**src/sv/plld_pkg.sv**
```systemverilog
// shared types, widths, register indexes and saturation helpers for the
// pinhole projection with lens distortion block; no dependencies
package plld_pkg;

   localparam int DIV1_NUM_W = 48;
   localparam int DIV1_DEN_W = 32;
   localparam int DIV2_NUM_W = 37;
   localparam int DIV2_DEN_W = 16;

   localparam int CSR_COUNT = 8;
   localparam int CSR_IDX_W = 3;

   localparam logic [CSR_IDX_W-1:0] CSR_ROW0_LO      = 3'd0;
   localparam logic [CSR_IDX_W-1:0] CSR_ROW0_HI      = 3'd1;
   localparam logic [CSR_IDX_W-1:0] CSR_ROW1_LO      = 3'd2;
   localparam logic [CSR_IDX_W-1:0] CSR_ROW1_HI      = 3'd3;
   localparam logic [CSR_IDX_W-1:0] CSR_ROW2_LO      = 3'd4;
   localparam logic [CSR_IDX_W-1:0] CSR_ROW2_HI      = 3'd5;
   localparam logic [CSR_IDX_W-1:0] CSR_CENTER_FOCUS = 3'd6;
   localparam logic [CSR_IDX_W-1:0] CSR_DISTORTION   = 3'd7;

   localparam logic [63:0] CENTER_FOCUS_RESET = 64'h0010_0010_0000_0000;

   localparam logic signed [31:0] Q_MAX = 32'sh7FFF_FFFF;
   localparam logic signed [31:0] Q_MIN = 32'sh8000_0000;

   typedef struct packed {
      logic              bad;
      logic signed [31:0] val;
   } sat_type;

   typedef struct packed {
      logic [15:0]        cx;
      logic [15:0]        cy;
      logic [15:0]        fx;
      logic [15:0]        fy;
      logic signed [15:0] k1;
      logic signed [15:0] k2;
      logic signed [15:0] p1;
      logic signed [15:0] p2;
   } lens_cfg_type;

   typedef struct packed {
      logic signed [31:0] z;
      logic               bad;
      logic               x_neg;
      logic               x_nz;
      logic               y_neg;
      logic               y_nz;
      logic               z_neg;
   } div1_side_type;

   typedef struct packed {
      logic signed [31:0] z;
      logic               bad;
      logic               x_neg;
      logic               x_nz;
      logic               y_neg;
      logic               y_nz;
   } div2_side_type;

   function automatic sat_type sat32(input logic signed [63:0] v);
      sat_type s;
      if (v > 64'sd2147483647) begin
         s.bad = 1'b1;
         s.val = Q_MAX;
      end else if (v < -64'sd2147483648) begin
         s.bad = 1'b1;
         s.val = Q_MIN;
      end else begin
         s.bad = 1'b0;
         s.val = v[31:0];
      end
      return s;
   endfunction

   // divide by zero follows the sign of the numerator
   function automatic sat_type zero_div(input logic neg, input logic nz);
      sat_type s;
      s.bad = 1'b1;
      if (!nz) begin
         s.val = '0;
      end else if (neg) begin
         s.val = Q_MIN;
      end else begin
         s.val = Q_MAX;
      end
      return s;
   endfunction

endpackage

```
**src/sv/plld_recenter.sv**
```systemverilog
// signs and saturates the depth quotients, removes the principal point
// and splits the focal divide numerators; depends on plld_pkg
module plld_recenter (
   input  logic                        clock,
   input  logic                        reset,
   input  logic                        en,
   input  logic                        in_valid,
   input  logic [1:0][plld_pkg::DIV1_NUM_W-1:0] in_quot,
   input  plld_pkg::div1_side_type     in_side,
   input  plld_pkg::lens_cfg_type      lens,
   output logic                        out_valid,
   output logic [1:0][plld_pkg::DIV2_NUM_W-1:0] out_num,
   output plld_pkg::div2_side_type     out_side
);
   import plld_pkg::*;

   logic [1:0]                vld_ff;
   logic signed [DIV1_NUM_W:0] sq [2];
   logic                      neg [2];
   logic                      nz [2];
   sat_type                   us [2];
   logic signed [31:0]        u_ff [2];
   logic signed [31:0]        z_ff;
   logic                      bad_in, bad_ff;
   logic [15:0]               ctr [2];
   logic signed [32:0]        diff [2];
   logic signed [36:0]        num [2];
   logic [1:0][DIV2_NUM_W-1:0] num_ff;
   div2_side_type             side_in, side_ff;

   assign neg[0] = in_side.x_neg ^ in_side.z_neg;
   assign neg[1] = in_side.y_neg ^ in_side.z_neg;
   assign nz[0]  = in_side.x_nz;
   assign nz[1]  = in_side.y_nz;
   assign ctr[0] = lens.cx;
   assign ctr[1] = lens.cy;

   always_comb begin
      bad_in = in_side.bad;
      for (int l = 0; l < 2; l++) begin
         sq[l] = $signed({1'b0, in_quot[l]});
         if (neg[l]) begin
            sq[l] = -sq[l];
         end
         us[l] = sat32(64'(sq[l]));
         if (in_side.z == '0) begin
            us[l] = zero_div(in_side.x_neg && (l == 0) || in_side.y_neg && (l == 1), nz[l]);
         end
         bad_in = bad_in | us[l].bad;
      end
   end

   always_comb begin
      for (int l = 0; l < 2; l++) begin
         diff[l] = 33'(u_ff[l]) - $signed({5'b0, ctr[l], 12'b0});
         num[l]  = $signed({diff[l], 4'b0});
      end
      side_in.z     = z_ff;
      side_in.bad   = bad_ff;
      side_in.x_neg = num[0][36];
      side_in.x_nz  = num[0] != '0;
      side_in.y_neg = num[1][36];
      side_in.y_nz  = num[1] != '0;
   end

   always_ff @(posedge clock) begin
      if (reset) begin
         vld_ff <= '0;
      end else if (en) begin
         vld_ff <= {vld_ff[0], in_valid};
      end
   end

   always_ff @(posedge clock) begin
      if (en) begin
         u_ff[0] <= us[0].val;
         u_ff[1] <= us[1].val;
         z_ff    <= in_side.z;
         bad_ff  <= bad_in;
         for (int l = 0; l < 2; l++) begin
            num_ff[l] <= num[l][36] ? DIV2_NUM_W'(-num[l]) : DIV2_NUM_W'(num[l]);
         end
         side_ff <= side_in;
      end
   end

   assign out_valid = vld_ff[1];
   assign out_num   = num_ff;
   assign out_side  = side_ff;

endmodule

```
**config.mk**
```make
export PLATFORM = sky130hd
export DESIGN_NAME = plld_recenter
export DESIGN_NICKNAME = d
export VERILOG_FILES = /design/src/sv/plld_pkg.sv /design/src/sv/plld_recenter.sv
export SDC_FILE = /design/constraint.sdc
export NUM_CORES = 1
export LEC_CHECK = 0
export ABC_AREA = 0
export ABC_CLOCK_PERIOD_IN_PS = 3800
export BUFFER_PORTS_ARGS = -buffer_cell sky130_fd_sc_hd__buf_2
export CAP_MARGIN = 20
export CORE_AREA = 2 2 297 152
export DETAILED_ROUTE_END_ITERATION = 12
export DIE_AREA = 0 0 299 154
export HOLD_SLACK_MARGIN = 0.12
export PLACE_DENSITY = 0.61
export SLEW_MARGIN = 20
export SYNTH_ARGS = -nofsm -noshare
export SYNTH_HDL_FRONTEND = slang
export SYNTH_SLANG_ARGS = --single-unit
export TNS_END_PERCENT = 30
```
**constraint.sdc**
```tcl
create_clock -name clock -period 3.8 [get_ports clock]
set_input_delay 0.38 -clock clock [delete_from_list [all_inputs] [get_ports clock]]
set_output_delay 0.38 -clock clock [all_outputs]
set_load 0.05 [all_outputs]
```
==> metrics.cfg, run 1 <==
[status]
status = finished, final reports clean

[power]
ir_drop_mv = 0.3421
power_leakage_nw = 6.313
finalPower_mw = 7.956
powerDensity_nw_per_um2 = 480.2

[placed_design]
portBuffers = 273
pre_cts_ws_ns = -0.1042
place.gp.congestion = 0.9368
dpl_cell_area_um2 = 15410
hpwl_mm = 30.09

[synth]
yosys_warnings = 0
synth_top_family_by_area = simple AND/OR/NAND/NOR gates
yosys.area_share.xor_xnor_pct = 11.92
postSynthCellCount = 1270
async_reset_ff_share_pct = 0
avgSynthCellArea_um2 = 10.18
synth_top_cells_by_count = 200 x edfxtp_1, 116 x xnor2_1, 112 x nor2_1
synth_simple_gate_area_share_pct = 17.86
yosysSeqAreaShare_pct = 46.77
yosysTopAreaCell = edfxtp_1
synth_compound_area_share_pct = 15.40
synth_ff_type = edfxtp_1
ys_top_cells_by_area = edfxtp_1 46%, xnor2_1 7.9%, xor2_1 4.1%
ys_ff_latch = 202
synth.distinct_cells = 79
synth_top_area_share_pct = 46.46
synth_most_common_cell = edfxtp_1
synth_area_um2 = 12930
synth_edf_count = 200
synth_fa_ha_area_share_pct = 3.988
yosys-mux-area-fraction_pct = 0.3871

[sta]
grt_setup_unrepaired = no
tightest_slew_ns = 0.8303
period_minus_slack_ns = 3.627
fin_ws_ns = 0.1726
finalCritPeriodShare_pct = 95.46
hold_ws_ns = 0.1960
hold_viol_final = 0
maxSlewHeadroom_pct = 44.38
final-setup-viol-count = 0
fmax_mhz = 275.7
skew_ns = 0.01702
slew_viol_final = 0

[die]
chipHeight_um = 154
rows = 54
die_x_um = 299
dieArea_um2 = 46050
io_pins = 378
coreArea_um2 = 43240
start_util_pct = 29.90

[critical_path]
critical_path.cell_chain = ha_1, a21o_1, a221oi_1, buf_4, o31ai_1, a41oi_1, nand2b_1, a221oi_1, nor3_1, nor4_2, ha_1, and2_1
slowest_delay_ns = 0.47
path_class = register to register
worstPathRequired_ns = 4.08
r2r_cells = 12
path_depth = 12
cp.arrival_ns = 3.91
cp_slowest_cell = a221oi_1
r2r_start = u_ff[0][48]$_DFFE_PP_
reg2reg_to = out_num[73]$_SDFFCE_PP0P_
cp-start-kind = register
critPathMaxFanout = 5
cp-end-kind = register
r2r_slack_ns = 0.17
crit_family = compound AO/OA/AOI/OAI gates
worst-path-buf-inv = 1

[final_layout]
fillers = 4317
fin_util_pct = 38.32
design_area_um2 = 16570
syn_to_final_growth_pct = 28.17
final_nets = 1934
drive_gt1_share_pct = 25.73
multi_input_area_um2 = 6519
seq_area_um2 = 6046

[global_route]
grt_use_total_pct = 15.66
grt_overflow_total = 0
grt_max_degree = 78
grt_pass1_vias = 10370
antenna_found_initial = 10
grt_pass1_wl_mm = 57.86

[clock_network]
cts_tree = done
htreeDepth = 1
clk_pin_slew_worst_paths_ns = 0.06
clock_path_buffers = 3
cts_root_buf = clkbuf_16
clkSinkCount = 202
clk_latency_ns = 0.53
numCtsBuffers = 23

[detailed_routing]
wirelength_mm = 37.86
routed_via_density = 4.924
avgRoutedWirePerCell_um = 16.89
dr.first_iter.drc_count = 778
drc = 0
dr_total_vias = 11040
first_pass_iters = 5
drtAntennaViolNets = 0

[worst_hold_path]
holdPathStages = 3
min-delay-start = in_side[5]
hp-class = input pin to register
holdPathEnd = bad_ff$_DFFE_PP_

[run]
cap_violations = 0

## worst max path at each step
stage                                     start                         to  slack [ns]
after floorplan           u_ff[0][44]$_DFFE_PP_  out_num[73]$_SDFFCE_PP0P_       0.006
after global placement    u_ff[0][44]$_DFFE_PP_  out_num[73]$_SDFFCE_PP0P_       -0.03
after detailed placement  u_ff[0][44]$_DFFE_PP_  out_num[73]$_SDFFCE_PP0P_       -0.10
after CTS                 u_ff[0][44]$_DFFE_PP_  out_num[73]$_SDFFCE_PP0P_        0.04
after global routing      u_ff[0][12]$_DFFE_PP_  out_num[36]$_SDFFCE_PP0P_        0.03
final                     u_ff[0][48]$_DFFE_PP_  out_num[73]$_SDFFCE_PP0P_        0.17
## report_power, final
part	switching (mW)	total, mW	internal [mW]	leakage (nW)
Combinational	1.83	2.75	0.920	3.98
Clock	0.898	2.21	1.32	0.358
Sequential	0.125	3.00	2.87	1.97
Total	2.85	7.96	5.11	6.31
## repair_timing
action                                  4_1_cts  5_1_grt
gates resized for setup                       2        6
hold endpoints to repair                     34        0
setup buffers                                 0        1
endpoints found under the setup margin        1       11
hold buffers                                 34        0
pin swaps                                     0        2
## placed cells by master, fill, tap and decap left out, types with 7 or more instances in the layout
cell type / count
buf_2: 272
edfxtp_1: 200
xnor2_1: 114
nor2_1: 112
a21oi_1: 95
buf_4: 69
xor2_1: 59
inv_1: 57
nand2_1: 54
o21ai_0: 49
nor4_1: 40
ha_1: 38
nor3_1: 34
dlygate4sd3_1: 34
nand3_1: 31
o21ai_1: 29
o31ai_1: 24
clkbuf_16: 23
a31oi_1: 21
or3_1: 20
nand4_1: 17
and2_1: 15
or4_1: 14
nand2b_1: 13
and3_1: 12
or2_2: 12
diode_2: 10
a21o_1: 10
o21a_1: 9
o41ai_1: 9
o211ai_1: 8
a41oi_1: 8
conb_1: 8
nor2b_1: 7
and4_1: 7
## metrics by stage
| stage | instances | setup TNS, ns |
|---|---|---|
| finish | 2242 | 0 |
| global placement | 2156 | -0.02844 |
| CTS | 2231 | 0 |
| global route | 2241 | 0 |
| detailed placement | 2156 | -0.1042 |
| floorplan | 1277 | 0 |
## worst register-to-register path, cell delays in order (launching register included)
cell and delay, ns:
edfxtp_1 0.36, ha_1 0.36, a21o_1 0.23, a221oi_1 0.12, buf_4 0.17, o31ai_1 0.43, a41oi_1 0.21, nand2b_1 0.20
a221oi_1 0.47, nor3_1 0.16, nor4_2 0.28, ha_1 0.28, and2_1 0.13
## layer usage
metal  track usage (%)  vias up  wire length (um)
met5                 0        -                 0
met4             7.214        0              1570
met3             1.809       78              1313
met2             27.69      249             19040
met1             19.15     5215             15930
li1                  -     5498                 -
## registers in the layout, summed over array words and instances, names as in the netlist
| register | cells |
|---|---|
| bad_ff | 1 |
| out_num | 66 |
| z_ff | 32 |
| vld_ff | 2 |
| u_ff | 64 |
| out_side | 37 |
## kinds of logic after synthesis
| kind of cell | count (synthesis) |
|---|---|
| mux | 5 |
| fa+ha+maj | 40 |
| flops | 202 |
| buf+inv | 110 |
| other cells | 1 |
| compound gates | 311 |
| simple gates | 425 |
| xor+xnor | 176 |
## area by class of cell
type | count | share of cell area [%]
clock inverter | 16 | 1.019
antenna | 10 | 0.1510
sequential | 202 | 36.49
multi-input combinational | 965 | 39.34
timing repair buffer | 378 | 13.72
tap | 588 | 4.440
clock buffer | 25 | 3.519
inverter | 58 | 1.314
(Power assumes the default switching activity.)
==> inputs of run 2 (changes only) <==
Settings changed: SETUP_SLACK_MARGIN set to 0.5.
==> metrics.cfg, run 2 (synthesis results as in run 1) <==
[sta]
hold_ws_ns = 0.2107
period_minus_slack_ns = 3.568
skew_ns = 0.02635
finalCritPeriodShare_pct = 93.89
fmax_mhz = 280.3
slew_viol_final = 0
hold_viol_final = 0
maxSlewHeadroom_pct = 46.21
grt_setup_unrepaired = yes
final-setup-viol-count = 0
tightest_slew_ns = 0.8030

[placed_design]
place.gp.congestion = 0.9105
portBuffers = 273
hpwl_mm = 29.41
dp_cells = 2153

[global_route]
grt_pass1_vias = 10740
grt_busiest_layer = met2
grt_pass1_wl_mm = 58.77
grt_overflow_total = 0
grt_use_met3_pct = 2.515
grt_use_total_pct = 15.99
use_met2_pct = 27.51
antenna_found_initial = 11
grt_max_degree = 97
gr-usage-met1_pct = 19.34

[die]
coreArea_um2 = 43240
io_pins = 378
rows = 54
chipHeight_um = 154
dieArea_um2 = 46050
start_util_pct = 29.90
die_x_um = 299

[final_layout]
drive_gt1_share_pct = 31.10
final_cell_count_no_fill = 2284
syn_to_final_growth_pct = 35.08
final_cell_mix = 272 x buf_2, 200 x edfxtp_1, 110 x nor2_1
final_common_cell = buf_2
largest_register_ffs = 66
final_nets = 1976

[detailed_routing]
drc = 0
routed_via_density = 4.988
wirelength_mm = 39.00
drtAntennaViolNets = 0
dr.first_iter.drc_count = 734
avgRoutedWirePerCell_um = 17.07
first_pass_iters = 5
dr_total_vias = 11390

[power]
sw_frac_of_total_pct = 35.09
finalPower_mw = 8.424
p_int_mw = 5.468
powerDensity_nw_per_um2 = 482.5
power_leakage_nw = 6.699
ir_drop_mv = 0.2770
pwr-share-comb_pct = 35.6
pwr-share-seq_pct = 35.5
clkPwrFrac_pct = 28.8
switchingPower_mw = 2.957

[critical_path]
cp-start-kind = register
crit_path_start = u_ff[0][44]$_DFFE_PP_
worstPathRequired_ns = 4.08
r2r_slack_ns = 0.23
r2r_start = u_ff[0][44]$_DFFE_PP_
cp.arrival_ns = 3.85
reg2reg_to = out_num[73]$_SDFFCE_PP0P_
critPathMaxFanout = 3
endpoint = out_num[73]$_SDFFCE_PP0P_
r2r_cells = 14
path_class = register to register
cp-end-kind = register

[status]
status = finished, final reports clean

[worst_hold_path]
hp-class = input pin to register

[clock_network]
htreeDepth = 1
numCtsBuffers = 22
clk_latency_ns = 0.53
cts_tree = done
clkSinkCount = 202
cts_root_buf = clkbuf_16
clk_pin_slew_worst_paths_ns = 0.06
clock_path_buffers = 3

[run]
cap_violations = 0

[run 2: cell count changes in the layout (fill, tap and decap cells not counted), moves of 6 or more]
cell / delta
xnor2_1: -6
or4_1: -7
nor4_1: -8
or4_4: +7
buf_4: +33
[run 2: final cells by class]
class	count	area, um2
clock buffer	27	590.6
antenna	11	27.53
inverter	58	224.0
multi-input combinational	965	6942
fill	4264	25780
tap	588	735.7
timing repair buffer	421	2673
sequential	202	6046
clock inverter	12	224.0
[run 2: worst min-delay path by stage]
stage                             from                     end  slack, ns  cells past startpoint
floorplan            z_ff[5]$_DFFE_PP_  out_side[10]$_DFFE_PP_       0.40                      0
global placement    z_ff[19]$_DFFE_PP_  out_side[24]$_DFFE_PP_       0.40                      0
detailed placement   z_ff[2]$_DFFE_PP_   out_side[7]$_DFFE_PP_       0.40                      0
CTS                         in_side[1]   u_ff[0][63]$_DFFE_PP_       0.19                      3
global route                in_side[1]   u_ff[0][63]$_DFFE_PP_       0.25                      3
finish                      in_side[1]   u_ff[0][63]$_DFFE_PP_       0.21                      3
[run 2: metal layers]
layer	routed length, um	part of all wire (%)
met5	0	0
met4	1895	4.9
met3	1603	4.1
met2	19560	50
met1	15940	41
[run 2: through the flow]
step | setup TNS (ns) | util [%] | setup slack [ns] | cell area [um2]
after global placement | -0.02203 | 35.74 | -0.01844 | 15450
final | 0 | 40.38 | 0.2322 | 17460
after floorplan | 0 | - | 0.3957 | 12990
after global routing | 0 | 40.37 | 0.08348 | 17460
after detailed placement | -0.08395 | 35.74 | -0.03715 | 15450
after CTS | 0 | 39.05 | 0.2809 | 16890
[run 2: timing repair]
action,4_1_cts,5_1_grt
hold buffers,35,0
pin swaps,25,42
setup buffers,17,27
gates resized for setup,29,57
gates cloned,0,1
endpoints found under the hold margin,35,0
endpoints found under the setup margin,40,112
[run 2: worst max-delay path, stage by stage (launching register included)]
cell,delay (ns)
edfxtp_1,0.39
inv_2,0.11
ha_4,0.14
inv_2,0.03
fa_2,0.34
a21o_1,0.21
a221oi_4,0.31
buf_6,0.16
or4_4,0.14
a31oi_4,0.07
or4_4,0.54
xnor2_4,0.18
nor4_4,0.30
ha_1,0.27
and2_1,0.14
[run 2: power groups by stage]
stage / sequential (mW) / clock, mW / combinational [mW]
after floorplan: 3.67 / 0 / 1.24
after CTS: 2.99 / 2.48 / 2.83
after global routing: 3.03 / 2.57 / 3.21
after global placement: 3.03 / 0 / 2.66
final: 2.99 / 2.43 / 3.00
after detailed placement: 3.04 / 0 / 2.68
